==> src/design/qbl_pkg.sv <==
// Shared types and constants for the quiz buzzer lockout arbiter.
package qbl_pkg;

	localparam int BUTTONS     = 4;
	localparam int FIELD_LANES = 4;
	localparam int LANES       = (BUTTONS < FIELD_LANES) ? BUTTONS : FIELD_LANES;
	localparam int LANE_W      = $clog2(FIELD_LANES);
	localparam int TIME_W      = 32;
	localparam int IN_DATA_W   = 16;
	localparam int OUT_DATA_W  = 48;

	typedef enum logic [2:0] {
		ACT_POLL   = 3'd0,
		ACT_ARM    = 3'd1,
		ACT_DISARM = 3'd2,
		ACT_GO     = 3'd3,
		ACT_ENTER  = 3'd4,
		ACT_TICK   = 3'd5
	} act_t;

	typedef enum logic [1:0] {
		MODE_FIRST  = 2'd0,
		MODE_CONT   = 2'd1,
		MODE_REPEAT = 2'd2
	} mode_t;

	localparam logic KIND_BUZZ   = 1'b0;
	localparam logic KIND_STATUS = 1'b1;

	// state as it passes from one cell to the next
	typedef struct packed {
		logic [FIELD_LANES-1:0] armed;
		logic [FIELD_LANES-1:0] leds;
		logic                   fired;
	} chain_t;

	// all results of one item, ready to be sent out
	typedef struct packed {
		logic [FIELD_LANES-1:0] rep_vld;
		chain_t [FIELD_LANES-1:0] rep;
		logic [TIME_W-1:0]      el_rep;
		chain_t                 stat;
		logic [TIME_W-1:0]      el_stat;
	} batch_t;

endpackage

==> src/design/qbl_cell.sv <==
// One button cell: holds the armed and LED bits of its button and updates the chain.
module qbl_cell (
	input  logic                       clk,
	input  logic                       arst_n,
	input  logic [qbl_pkg::LANE_W-1:0] idx,
	input  logic                       take,
	input  qbl_pkg::act_t              action,
	input  logic                       mask_bit,
	input  logic                       press_bit,
	input  logic                       en,
	input  logic                       mode_first,
	input  logic                       mode_cont,
	input  qbl_pkg::chain_t            chain_in,
	input  qbl_pkg::chain_t            chain_fin,
	output qbl_pkg::chain_t            chain_out,
	output logic                       hit,
	output logic                       armed_bit,
	output logic                       led_bit
);
	import qbl_pkg::*;

	logic armed_q;
	logic led_q;

	assign hit = (action == ACT_POLL) && en && chain_in.armed[idx] && press_bit;

	always_comb begin
		chain_out = chain_in;
		unique case (action)
			ACT_POLL: begin
				if (hit && mode_first) begin
					chain_out.armed     = '0;
					chain_out.leds[idx] = 1'b1;
					chain_out.fired     = 1'b1;
				end else if (hit && mode_cont) begin
					chain_out.armed[idx] = 1'b0;
				end
			end
			ACT_ARM: begin
				chain_out.armed[idx] = mask_bit;
				chain_out.fired      = 1'b0;
			end
			ACT_DISARM: begin
				chain_out.armed[idx] = 1'b0;
				chain_out.fired      = 1'b0;
			end
			ACT_GO: begin
				chain_out.leds[idx] = mask_bit;
			end
			ACT_ENTER: begin
				chain_out.armed[idx] = 1'b0;
				chain_out.leds[idx]  = 1'b0;
				chain_out.fired      = 1'b0;
			end
			default: begin
			end
		endcase
	end

	always_ff @(posedge clk or negedge arst_n) begin
		if (!arst_n) begin
			armed_q <= 1'b0;
			led_q   <= 1'b0;
		end else if (take) begin
			armed_q <= chain_fin.armed[idx];
			led_q   <= chain_fin.leds[idx];
		end
	end

	assign armed_bit = armed_q;
	assign led_bit   = led_q;

endmodule

==> src/design/qbl_out.sv <==
// Result sender: two batch slots, reports in button order, then the status item.
module qbl_out (
	input  logic                           clk,
	input  logic                           arst_n,
	input  logic                           take,
	input  qbl_pkg::batch_t                batch,
	output logic                           room,
	output logic                           m_tvalid,
	input  logic                           m_tready,
	output logic [qbl_pkg::OUT_DATA_W-1:0] m_tdata,  // button, elapsed_ms, leds, armed, fired_flag
	output logic                           m_tuser,  // kind
	output logic                           m_tlast
);
	import qbl_pkg::*;

	logic                   a_vld_q;
	logic                   b_vld_q;
	batch_t                 a_q;
	batch_t                 b_q;
	logic [FIELD_LANES-1:0] pend_q;
	logic [LANE_W-1:0]      sel;
	logic                   is_rep;
	logic                   fire;
	logic                   done;
	chain_t                 snap;
	logic [TIME_W-1:0]      el;

	always_comb begin
		sel = '0;
		for (int i = FIELD_LANES - 1; i >= 0; i--) begin
			if (pend_q[i])
				sel = LANE_W'(i);
		end
	end

	assign is_rep = (pend_q != '0);
	assign fire   = a_vld_q && m_tready;
	assign done   = fire && !is_rep;
	assign room   = !b_vld_q;
	assign snap   = is_rep ? a_q.rep[sel] : a_q.stat;
	assign el     = is_rep ? a_q.el_rep : a_q.el_stat;

	assign m_tvalid = a_vld_q;
	assign m_tuser  = is_rep ? KIND_BUZZ : KIND_STATUS;
	assign m_tlast  = !is_rep;
	assign m_tdata  = {5'b0, snap.fired, snap.armed, snap.leds, el,
		(is_rep ? sel : LANE_W'(0))};

	always_ff @(posedge clk or negedge arst_n) begin
		if (!arst_n) begin
			a_vld_q <= 1'b0;
			b_vld_q <= 1'b0;
			pend_q  <= '0;
		end else begin
			if (fire && is_rep) begin
				pend_q <= pend_q & (pend_q - FIELD_LANES'(1));
			end else if (done) begin
				if (b_vld_q) begin
					pend_q  <= b_q.rep_vld;
					b_vld_q <= 1'b0;
				end else if (take) begin
					pend_q <= batch.rep_vld;
				end else begin
					a_vld_q <= 1'b0;
				end
			end
			if (take && !done) begin
				if (!a_vld_q) begin
					a_vld_q <= 1'b1;
					pend_q  <= batch.rep_vld;
				end else begin
					b_vld_q <= 1'b1;
				end
			end
		end
	end

	always_ff @(posedge clk) begin
		if (done && b_vld_q)
			a_q <= b_q;
		else if (take && (done || !a_vld_q))
			a_q <= batch;
		if (take && a_vld_q && !done)
			b_q <= batch;
	end

	a_slot_fill: assert property (@(posedge clk) disable iff (!arst_n)
		b_vld_q |-> a_vld_q) else $error("second slot filled ahead of first");
	a_pend_idle: assert property (@(posedge clk) disable iff (!arst_n)
		(pend_q != '0) |-> a_vld_q) else $error("reports pending in empty slot");

endmodule

==> src/design/quiz_buzzer_lockout_arbiter_top.sv <==
// Quiz buzzer lockout arbiter: a row of button cells and the result sender.
//
// Input channel s_*: one item per handshake; s_tuser carries the action
// (poll, arm, disarm, go, enter, tick), s_tdata the mask, mode and presses.
// Output channel m_*: a poll gives one buzz item per reporting button, in
// button order, then a status item; every other action gives the status
// item only. m_tuser is the kind, m_tlast marks the status item.
// An accepted item is worked through the cell row in its cycle of
// acceptance; its results are registered in a sender slot and sent after
// older ones. The sender holds two items' results, so input is taken
// while results wait. Throughput: one item per cycle while each gives
// one result and m_tready is high; a poll gives up to five results.
// Reset clears the armed mask, LEDs, fired flag, mode and clock. A stall
// on m_tready holds the current result; once both slots are full
// s_tready drops until the older item's status item is taken.
module quiz_buzzer_lockout_arbiter_top (
	input  logic                           clk,
	input  logic                           arst_n,
	input  logic                           s_tvalid,
	output logic                           s_tready,
	input  logic [qbl_pkg::IN_DATA_W-1:0]  s_tdata,  // mask, report_mode, pressed
	input  logic [2:0]                     s_tuser,  // action
	output logic                           m_tvalid,
	input  logic                           m_tready,
	output logic [qbl_pkg::OUT_DATA_W-1:0] m_tdata,  // button, elapsed_ms, leds, armed, fired_flag
	output logic                           m_tuser,  // kind
	output logic                           m_tlast
);
	import qbl_pkg::*;

	logic                   take;
	act_t                   action;
	logic [3:0]             mask;
	logic [1:0]             report_mode;
	logic [3:0]             pressed;
	logic                   fired_q;
	logic [1:0]             mode_q;
	logic [TIME_W-1:0]      elapsed_q;
	logic [TIME_W-1:0]      elapsed_nx;
	logic [FIELD_LANES-1:0] armed_vec;
	logic [FIELD_LANES-1:0] led_vec;
	logic [FIELD_LANES-1:0] hit;
	logic                   en;
	chain_t                 chain [LANES+1];
	batch_t                 batch;

	assign take        = s_tvalid && s_tready;
	assign action      = act_t'(s_tuser);
	assign mask        = s_tdata[3:0];
	assign report_mode = s_tdata[5:4];
	assign pressed     = s_tdata[9:6];

	assign en = (armed_vec != '0) && !fired_q;
	assign chain[0] = '{armed: armed_vec, leds: led_vec, fired: fired_q};

	for (genvar i = 0; i < FIELD_LANES; i++) begin : g_lane
		if (i < LANES) begin : g_cell
			qbl_cell u_cell (
				.clk        (clk),
				.arst_n     (arst_n),
				.idx        (LANE_W'(i)),
				.take       (take),
				.action     (action),
				.mask_bit   (mask[i]),
				.press_bit  (pressed[i]),
				.en         (en),
				.mode_first (mode_q == MODE_FIRST),
				.mode_cont  (mode_q == MODE_CONT),
				.chain_in   (chain[i]),
				.chain_fin  (chain[LANES]),
				.chain_out  (chain[i+1]),
				.hit        (hit[i]),
				.armed_bit  (armed_vec[i]),
				.led_bit    (led_vec[i])
			);
			assign batch.rep[i] = chain[i+1];
		end else begin : g_none
			assign hit[i]       = 1'b0;
			assign armed_vec[i] = 1'b0;
			assign led_vec[i]   = 1'b0;
			assign batch.rep[i] = '0;
		end
	end

	always_comb begin
		elapsed_nx = elapsed_q;
		unique case (action)
			ACT_ARM, ACT_GO: elapsed_nx = '0;
			ACT_TICK:        elapsed_nx = elapsed_q + TIME_W'(1);
			default:         elapsed_nx = elapsed_q;
		endcase
	end

	assign batch.rep_vld = hit;
	assign batch.el_rep  = elapsed_q;
	assign batch.stat    = chain[LANES];
	assign batch.el_stat = elapsed_nx;

	always_ff @(posedge clk or negedge arst_n) begin
		if (!arst_n) begin
			fired_q   <= 1'b0;
			mode_q    <= MODE_FIRST;
			elapsed_q <= '0;
		end else if (take) begin
			fired_q   <= chain[LANES].fired;
			elapsed_q <= elapsed_nx;
			if (action == ACT_ARM)
				mode_q <= report_mode;
			else if (action == ACT_DISARM || action == ACT_ENTER)
				mode_q <= MODE_FIRST;
		end
	end

	qbl_out u_out (
		.clk      (clk),
		.arst_n   (arst_n),
		.take     (take),
		.batch    (batch),
		.room     (s_tready),
		.m_tvalid (m_tvalid),
		.m_tready (m_tready),
		.m_tdata  (m_tdata),
		.m_tuser  (m_tuser),
		.m_tlast  (m_tlast)
	);

	a_fired_locked: assert property (@(posedge clk) disable iff (!arst_n)
		fired_q |-> (armed_vec == '0)) else $error("fired while still armed");
	a_tick_count: assert property (@(posedge clk) disable iff (!arst_n)
		(take && action == ACT_TICK) |=> (elapsed_q == $past(elapsed_q) + TIME_W'(1)))
		else $error("tick did not advance clock");
	a_arm_stamp: assert property (@(posedge clk) disable iff (!arst_n)
		(take && (action == ACT_ARM || action == ACT_GO)) |=> (elapsed_q == '0))
		else $error("time not restamped");

endmodule

==> config.mk <==
export PLATFORM = sky130hd
export DESIGN_NAME = quiz_buzzer_lockout_arbiter_top
export DESIGN_NICKNAME = d
export VERILOG_FILES = /design/src/design/qbl_pkg.sv /design/src/design/qbl_cell.sv /design/src/design/qbl_out.sv /design/src/design/quiz_buzzer_lockout_arbiter_top.sv
export SDC_FILE = /design/constraint.sdc
export NUM_CORES = 1
export LEC_CHECK = 0
export BUFFER_PORTS_ARGS = -buffer_cell sky130_fd_sc_hd__buf_2
export CELL_PAD_IN_SITES_DETAIL_PLACEMENT = 1
export CELL_PAD_IN_SITES_GLOBAL_PLACEMENT = 2
export CORE_UTILIZATION = 36
export CTS_CLUSTER_DIAMETER = 200
export DETAILED_ROUTE_END_ITERATION = 10
export PLACE_DENSITY_LB_ADDON = 0.1
export SYNTH_ARGS = -nofsm -noshare
export SYNTH_HDL_FRONTEND = slang
export SYNTH_HIERARCHICAL = 1
export SYNTH_SLANG_ARGS = --single-unit
==> constraint.sdc <==
create_clock -name clk -period 6.9 [get_ports clk]
set_clock_uncertainty 0.15 [all_clocks]
set_input_delay 1.38 -clock clk [delete_from_list [all_inputs] [get_ports clk]]
set_output_delay 1.38 -clock clk [all_outputs]
set_load 0.1 [all_outputs]
==> results by stage <==
Timing:
- Headroom to the max-slew limit came out at 23.19%.
- The slew at the pin with the worst max-slew slack is 1.143 ns.
- The final critical delay including setup and external delays is roughly 6.1 ns.
- Setup slack on the critical path of the routed design comes to between 0.8 and 0.9 ns.
- The total count of hold-check failures in the final report is 0.
- The accumulated negative setup slack is 0 ns.
- The number of slew-limit violations in the final report is 0.
- Setup repair after global routing left no endpoint under its margin.
- Across all hold checks on the routed design, the worst slack comes to ~0.35 ns.
- The number of endpoints failing setup at the final stage is 0.
- Based on the critical path, the design can be clocked at up to about 160 MHz.
- The period utilization is approximately 88%.

Setup path:
- The slack of the worst reg-to-reg path is between 1 and 1.5 ns.
- The worst setup path is captured at a flip-flop.
- In this run the worst path has a maximum fanout of 8.
- The critical path data required time is ~7 ns.
- The kind of launch point of the worst setup path is an input pin.
- The data arrival time of the critical path is roughly 6.4 ns.
- By startpoint and endpoint, the worst setup path is classified as input pin to flip-flop.

Die:
- The die outline height is approximately 210 um.
- between 70 and 80 I/O pins were placed.
- Once the floorplan was initialized, standard cells occupied between 30% and 40% of the core.
- After floorplanning, the core was divided into 75 placement rows.
- The die area is 43220 um^2.
- The core region is ~42000 um^2.
- The die is just over 200 um wide.

Placement:
- Before CTS, the worst setup slack after placement is 0.2523 ns.
- The count of buffers from port buffering is 63.
- Routability-driven placement finished with a final weighted congestion of approximately 0.80.
- The total placed instance area is ~16000 um^2.
- The wire-length estimate of the detail-placed layout is 30010 um.

Job:
- Max-cap violations in this run came to 0.

Synth:
- The share of flip-flops with an asynchronous set or reset is between 10% and 20%.
- The most frequent cell after synthesis is sky130_fd_sc_hd__edfxtp_1.
- The dominant cell type by area after synthesis is sky130_fd_sc_hd__edfxtp_1.
- The cell count after synthesis is between 1000 and 1500.
- Sorting the synthesized cells by area gives the leading types as sky130_fd_sc_hd__edfxtp_1 (44%), sky130_fd_sc_hd__mux2_2 (8.1%), sky130_fd_sc_hd__dfrtp_1 (8.0%).
- In the synthesized netlist the dominant register cell turns out to be sky130_fd_sc_hd__edfxtp_1.
- The number of synthesized register bits is ~270.
- Yosys mapped a number of flops with a built-in enable equal to roughly 220.
- After synthesis, the mean cell area works out to between 10 and 15 um^2.
- The number of warnings issued by yosys is 6.
- The mapped cell area is between 15000 and 20000 um^2.
- The top-area cell type share of the netlist area is ~44%.
- Ranked by instance count, the synthesized netlist is headed by sky130_fd_sc_hd__edfxtp_1 (222), sky130_fd_sc_hd__nand2_1 (202), sky130_fd_sc_hd__mux2_2 (110).
- The number of distinct library cells after synthesis is slightly above 90.
- The sequential fraction of the synthesis area is 51.71%.

Global routing:
- The initial antenna violation count came to 0.
- Across every metal layer, demand over resource in global routing totals between 20% and 30%.
- The total congestion overflow after global routing is 0.
- The via count of the first global-routing pass is about 12000.
- Entering global routing, the biggest net connects 78 pins.
- The first-pass GRT wire length is about 70000 um.

Drt:
- Before antenna repair, the detailed router went through 4 iterations.
- Summed over all layers, the routed wires come to between 40000 and 50000 um.
- The via-per-instance ratio is 5.691.
- The detailed-route via count is around 11000.
- The final routed DRC violation total is 0.
- The iteration-0 DRC count of the detailed router is approximately 550.
- The remaining antenna violation count is 0.
- The average detailed-routed wire length per instance is roughly 23 um.

Pwr:
- The total power per unit cell area is approximately 210 nW/um^2.
- The logic gate share of total power is around 5.7%.
- The worst-case IR drop observed on VDD is between 0.00015 and 0.0002 V.
- The switching portion of total power is about 22%.
- The net switching component of the power is approximately 0.79 mW.
- The fraction of power consumed by sequential logic is just under 50%.
- Of the total power, the clock network draws between 40% and 50%.
- The internal portion of the total power is roughly 2.8 mW.
- Summed over all cells, the static leakage comes to around 6.3 nW.

Final layout:
- Summing all non-filler instances in the final layout gives an area of about 17000 um^2.
- At the end of the flow the core is filled with cells to around two fifths.
- The layout cell share with drive strength beyond 1 is roughly 22%.
- The flip-flop and latch area is ~7900 um^2.
- The multi-input combinational cells in the finished layout cover a total of between 6000 and 7000 um^2.
- The number of antenna repair diodes is 0.
- Compared with the post-synthesis result, the final layout area differs by 12.05%.
- The net count of the finished layout is ~1400.
- The count of filler cells inserted in the layout is about 4600.

Clocking:
- After clock tree synthesis, the repair step resized 0 gates.
- CTS saw ~270 sinks.
- In this run the number of H-tree levels came out at 1.
- The root buffer cell chosen for the clock tree is sky130_fd_sc_hd__clkbuf_16.
- The clock-pin slew reported for the worst setup and hold paths after clock tree synthesis is ~0.060 ns.
- The number of buffers added to fix hold violations after cts is 0.
- TritonCTS built the clock tree.
- Clock tree synthesis inserted a total of 30 buffers.
- Post-CTS timing repair inserted 0 buffers for setup.
- The clock latency on the worst-skew pair is about 0.56 ns.
- The buffer levels on the longest clock path is 3.

Run status:
- The flow ran to the end, and the final reports show no timing, DRC or antenna violations.

Worst hold path:
- The worst hold-check path type is flip-flop to flip-flop.
cell type report:
type | instances | area share (%)
clock buffers | 42 | 4.953
flip-flops and latches | 271 | 46.15
well taps | 539 | 3.944
multi-input cells | 983 | 40.01
inverters | 38 | 0.8341
clock inverters | 13 | 0.8048
repair buffers | 96 | 3.307
through the flow:
stage                     power, mW  std cells
after global placement        1.982       1927
after detailed placement      1.984       1927
after global routing          3.689       1982
after CTS                     3.612       1982
after floorplan               1.928       1389
final                         3.574       1982
cells in the final DEF (no fill, tap or decap), types with 9 or more instances in the layout:
master,netlist,layout
sky130_fd_sc_hd__buf_2,43,62
sky130_fd_sc_hd__mux2i_1,11,11
sky130_fd_sc_hd__buf_4,10,34
sky130_fd_sc_hd__a21oi_1,31,30
sky130_fd_sc_hd__mux2_2,110,110
sky130_fd_sc_hd__nor2_1,61,60
sky130_fd_sc_hd__a31oi_1,30,30
sky130_fd_sc_hd__edfxtp_1,222,222
sky130_fd_sc_hd__mux2_4,10,10
sky130_fd_sc_hd__nand2_1,202,202
sky130_fd_sc_hd__a311oi_1,12,12
sky130_fd_sc_hd__nor2b_1,15,15
sky130_fd_sc_hd__o311ai_0,14,14
sky130_fd_sc_hd__conb_1,3,33
sky130_fd_sc_hd__nor3_1,43,43
sky130_fd_sc_hd__nand4_1,15,15
sky130_fd_sc_hd__nand3_1,29,29
sky130_fd_sc_hd__a21o_1,9,9
sky130_fd_sc_hd__nand2b_1,22,22
sky130_fd_sc_hd__a211oi_1,9,9
sky130_fd_sc_hd__nand3b_1,9,9
sky130_fd_sc_hd__o21ai_1,12,12
sky130_fd_sc_hd__inv_1,35,35
sky130_fd_sc_hd__clkbuf_16,0,31
sky130_fd_sc_hd__o21ai_0,62,62
sky130_fd_sc_hd__o211ai_1,18,18
sky130_fd_sc_hd__o221ai_1,10,10
sky130_fd_sc_hd__dfrtp_1,49,49
path summary, 6_finish.rpt:
| path | from | to | depth (start not counted) |
|---|---|---|---|
| worst max-delay path | s_tuser[2] | g_lane[2].g_cell.u_cell/led_bit | 17 |
| worst min-delay path | u_out/b_q[110] | u_out/pend_q[1] | 1 |
| worst max register to register | g_lane[3].g_cell.u_cell/armed_bit | g_lane[2].g_cell.u_cell/led_bit | 18 |
| worst min register to register | u_out/b_q[110] | u_out/pend_q[1] | 1 |
| max in group asynchronous | arst_n | elapsed_q[29] | 2 |
| min in group asynchronous | arst_n | elapsed_q[9] | 2 |
registers in the layout (all words and copies together) (netlist names), named ones only:
| signal | cells |
|---|---|
| mode_q | 2 |
| u_out/a_q | 109 |
| u_out/m_tvalid | 1 |
| fired_q | 1 |
| u_out/b_q | 113 |
| elapsed_q | 32 |
| g_lane.g_cell.u_cell/armed_bit | 4 |
| g_lane.g_cell.u_cell/led_bit | 4 |
| u_out/pend_q | 4 |
worst max-delay path, cell delays in order:
cell                        delay, ns
sky130_fd_sc_hd__buf_2           0.13
sky130_fd_sc_hd__nor3_4          0.34
sky130_fd_sc_hd__and3_4          0.29
sky130_fd_sc_hd__o211ai_4        0.10
sky130_fd_sc_hd__a311o_1         0.45
sky130_fd_sc_hd__mux2_1          0.33
sky130_fd_sc_hd__o22a_1          0.27
sky130_fd_sc_hd__o2111ai_4       0.19
sky130_fd_sc_hd__a41o_1          0.42
sky130_fd_sc_hd__o22a_1          0.28
sky130_fd_sc_hd__o2111ai_4       0.24
sky130_fd_sc_hd__a22o_1          0.37
sky130_fd_sc_hd__o221ai_2        0.23
sky130_fd_sc_hd__nor2_2          0.14
sky130_fd_sc_hd__a221o_1         0.47
sky130_fd_sc_hd__mux4_2          0.49
sky130_fd_sc_hd__mux2_2          0.27
routing by layer:
layer	vias up	track usage [%]	share of wire [%]
li1	5292	-	-
met1	5768	26.54	44
met2	152	36.55	51
met3	68	1.796	2.2
met4	0	6.718	2.7
met5	-	0	0
power groups by stage:
stage	clock, mW	sequential (mW)	combinational, mW
after floorplan	0	1.79	0.139
after global placement	0	1.79	0.192
after detailed placement	0	1.79	0.194
after CTS	1.66	1.76	0.194
after global routing	1.71	1.76	0.223
final	1.61	1.76	0.204
cells by family after synthesis:
kind of cell             synth area share, %
XOR/XNOR                              0.4017
adder cells (fa/ha/maj)              0.08197
multiplexers                           11.22
other                                0.07378
buffers and inverters                  4.320
flip-flops                             51.71
AO/OA/AOI/OAI                          14.94
AND/OR/NAND/NOR                        17.25
(Power assumes the default switching activity.)
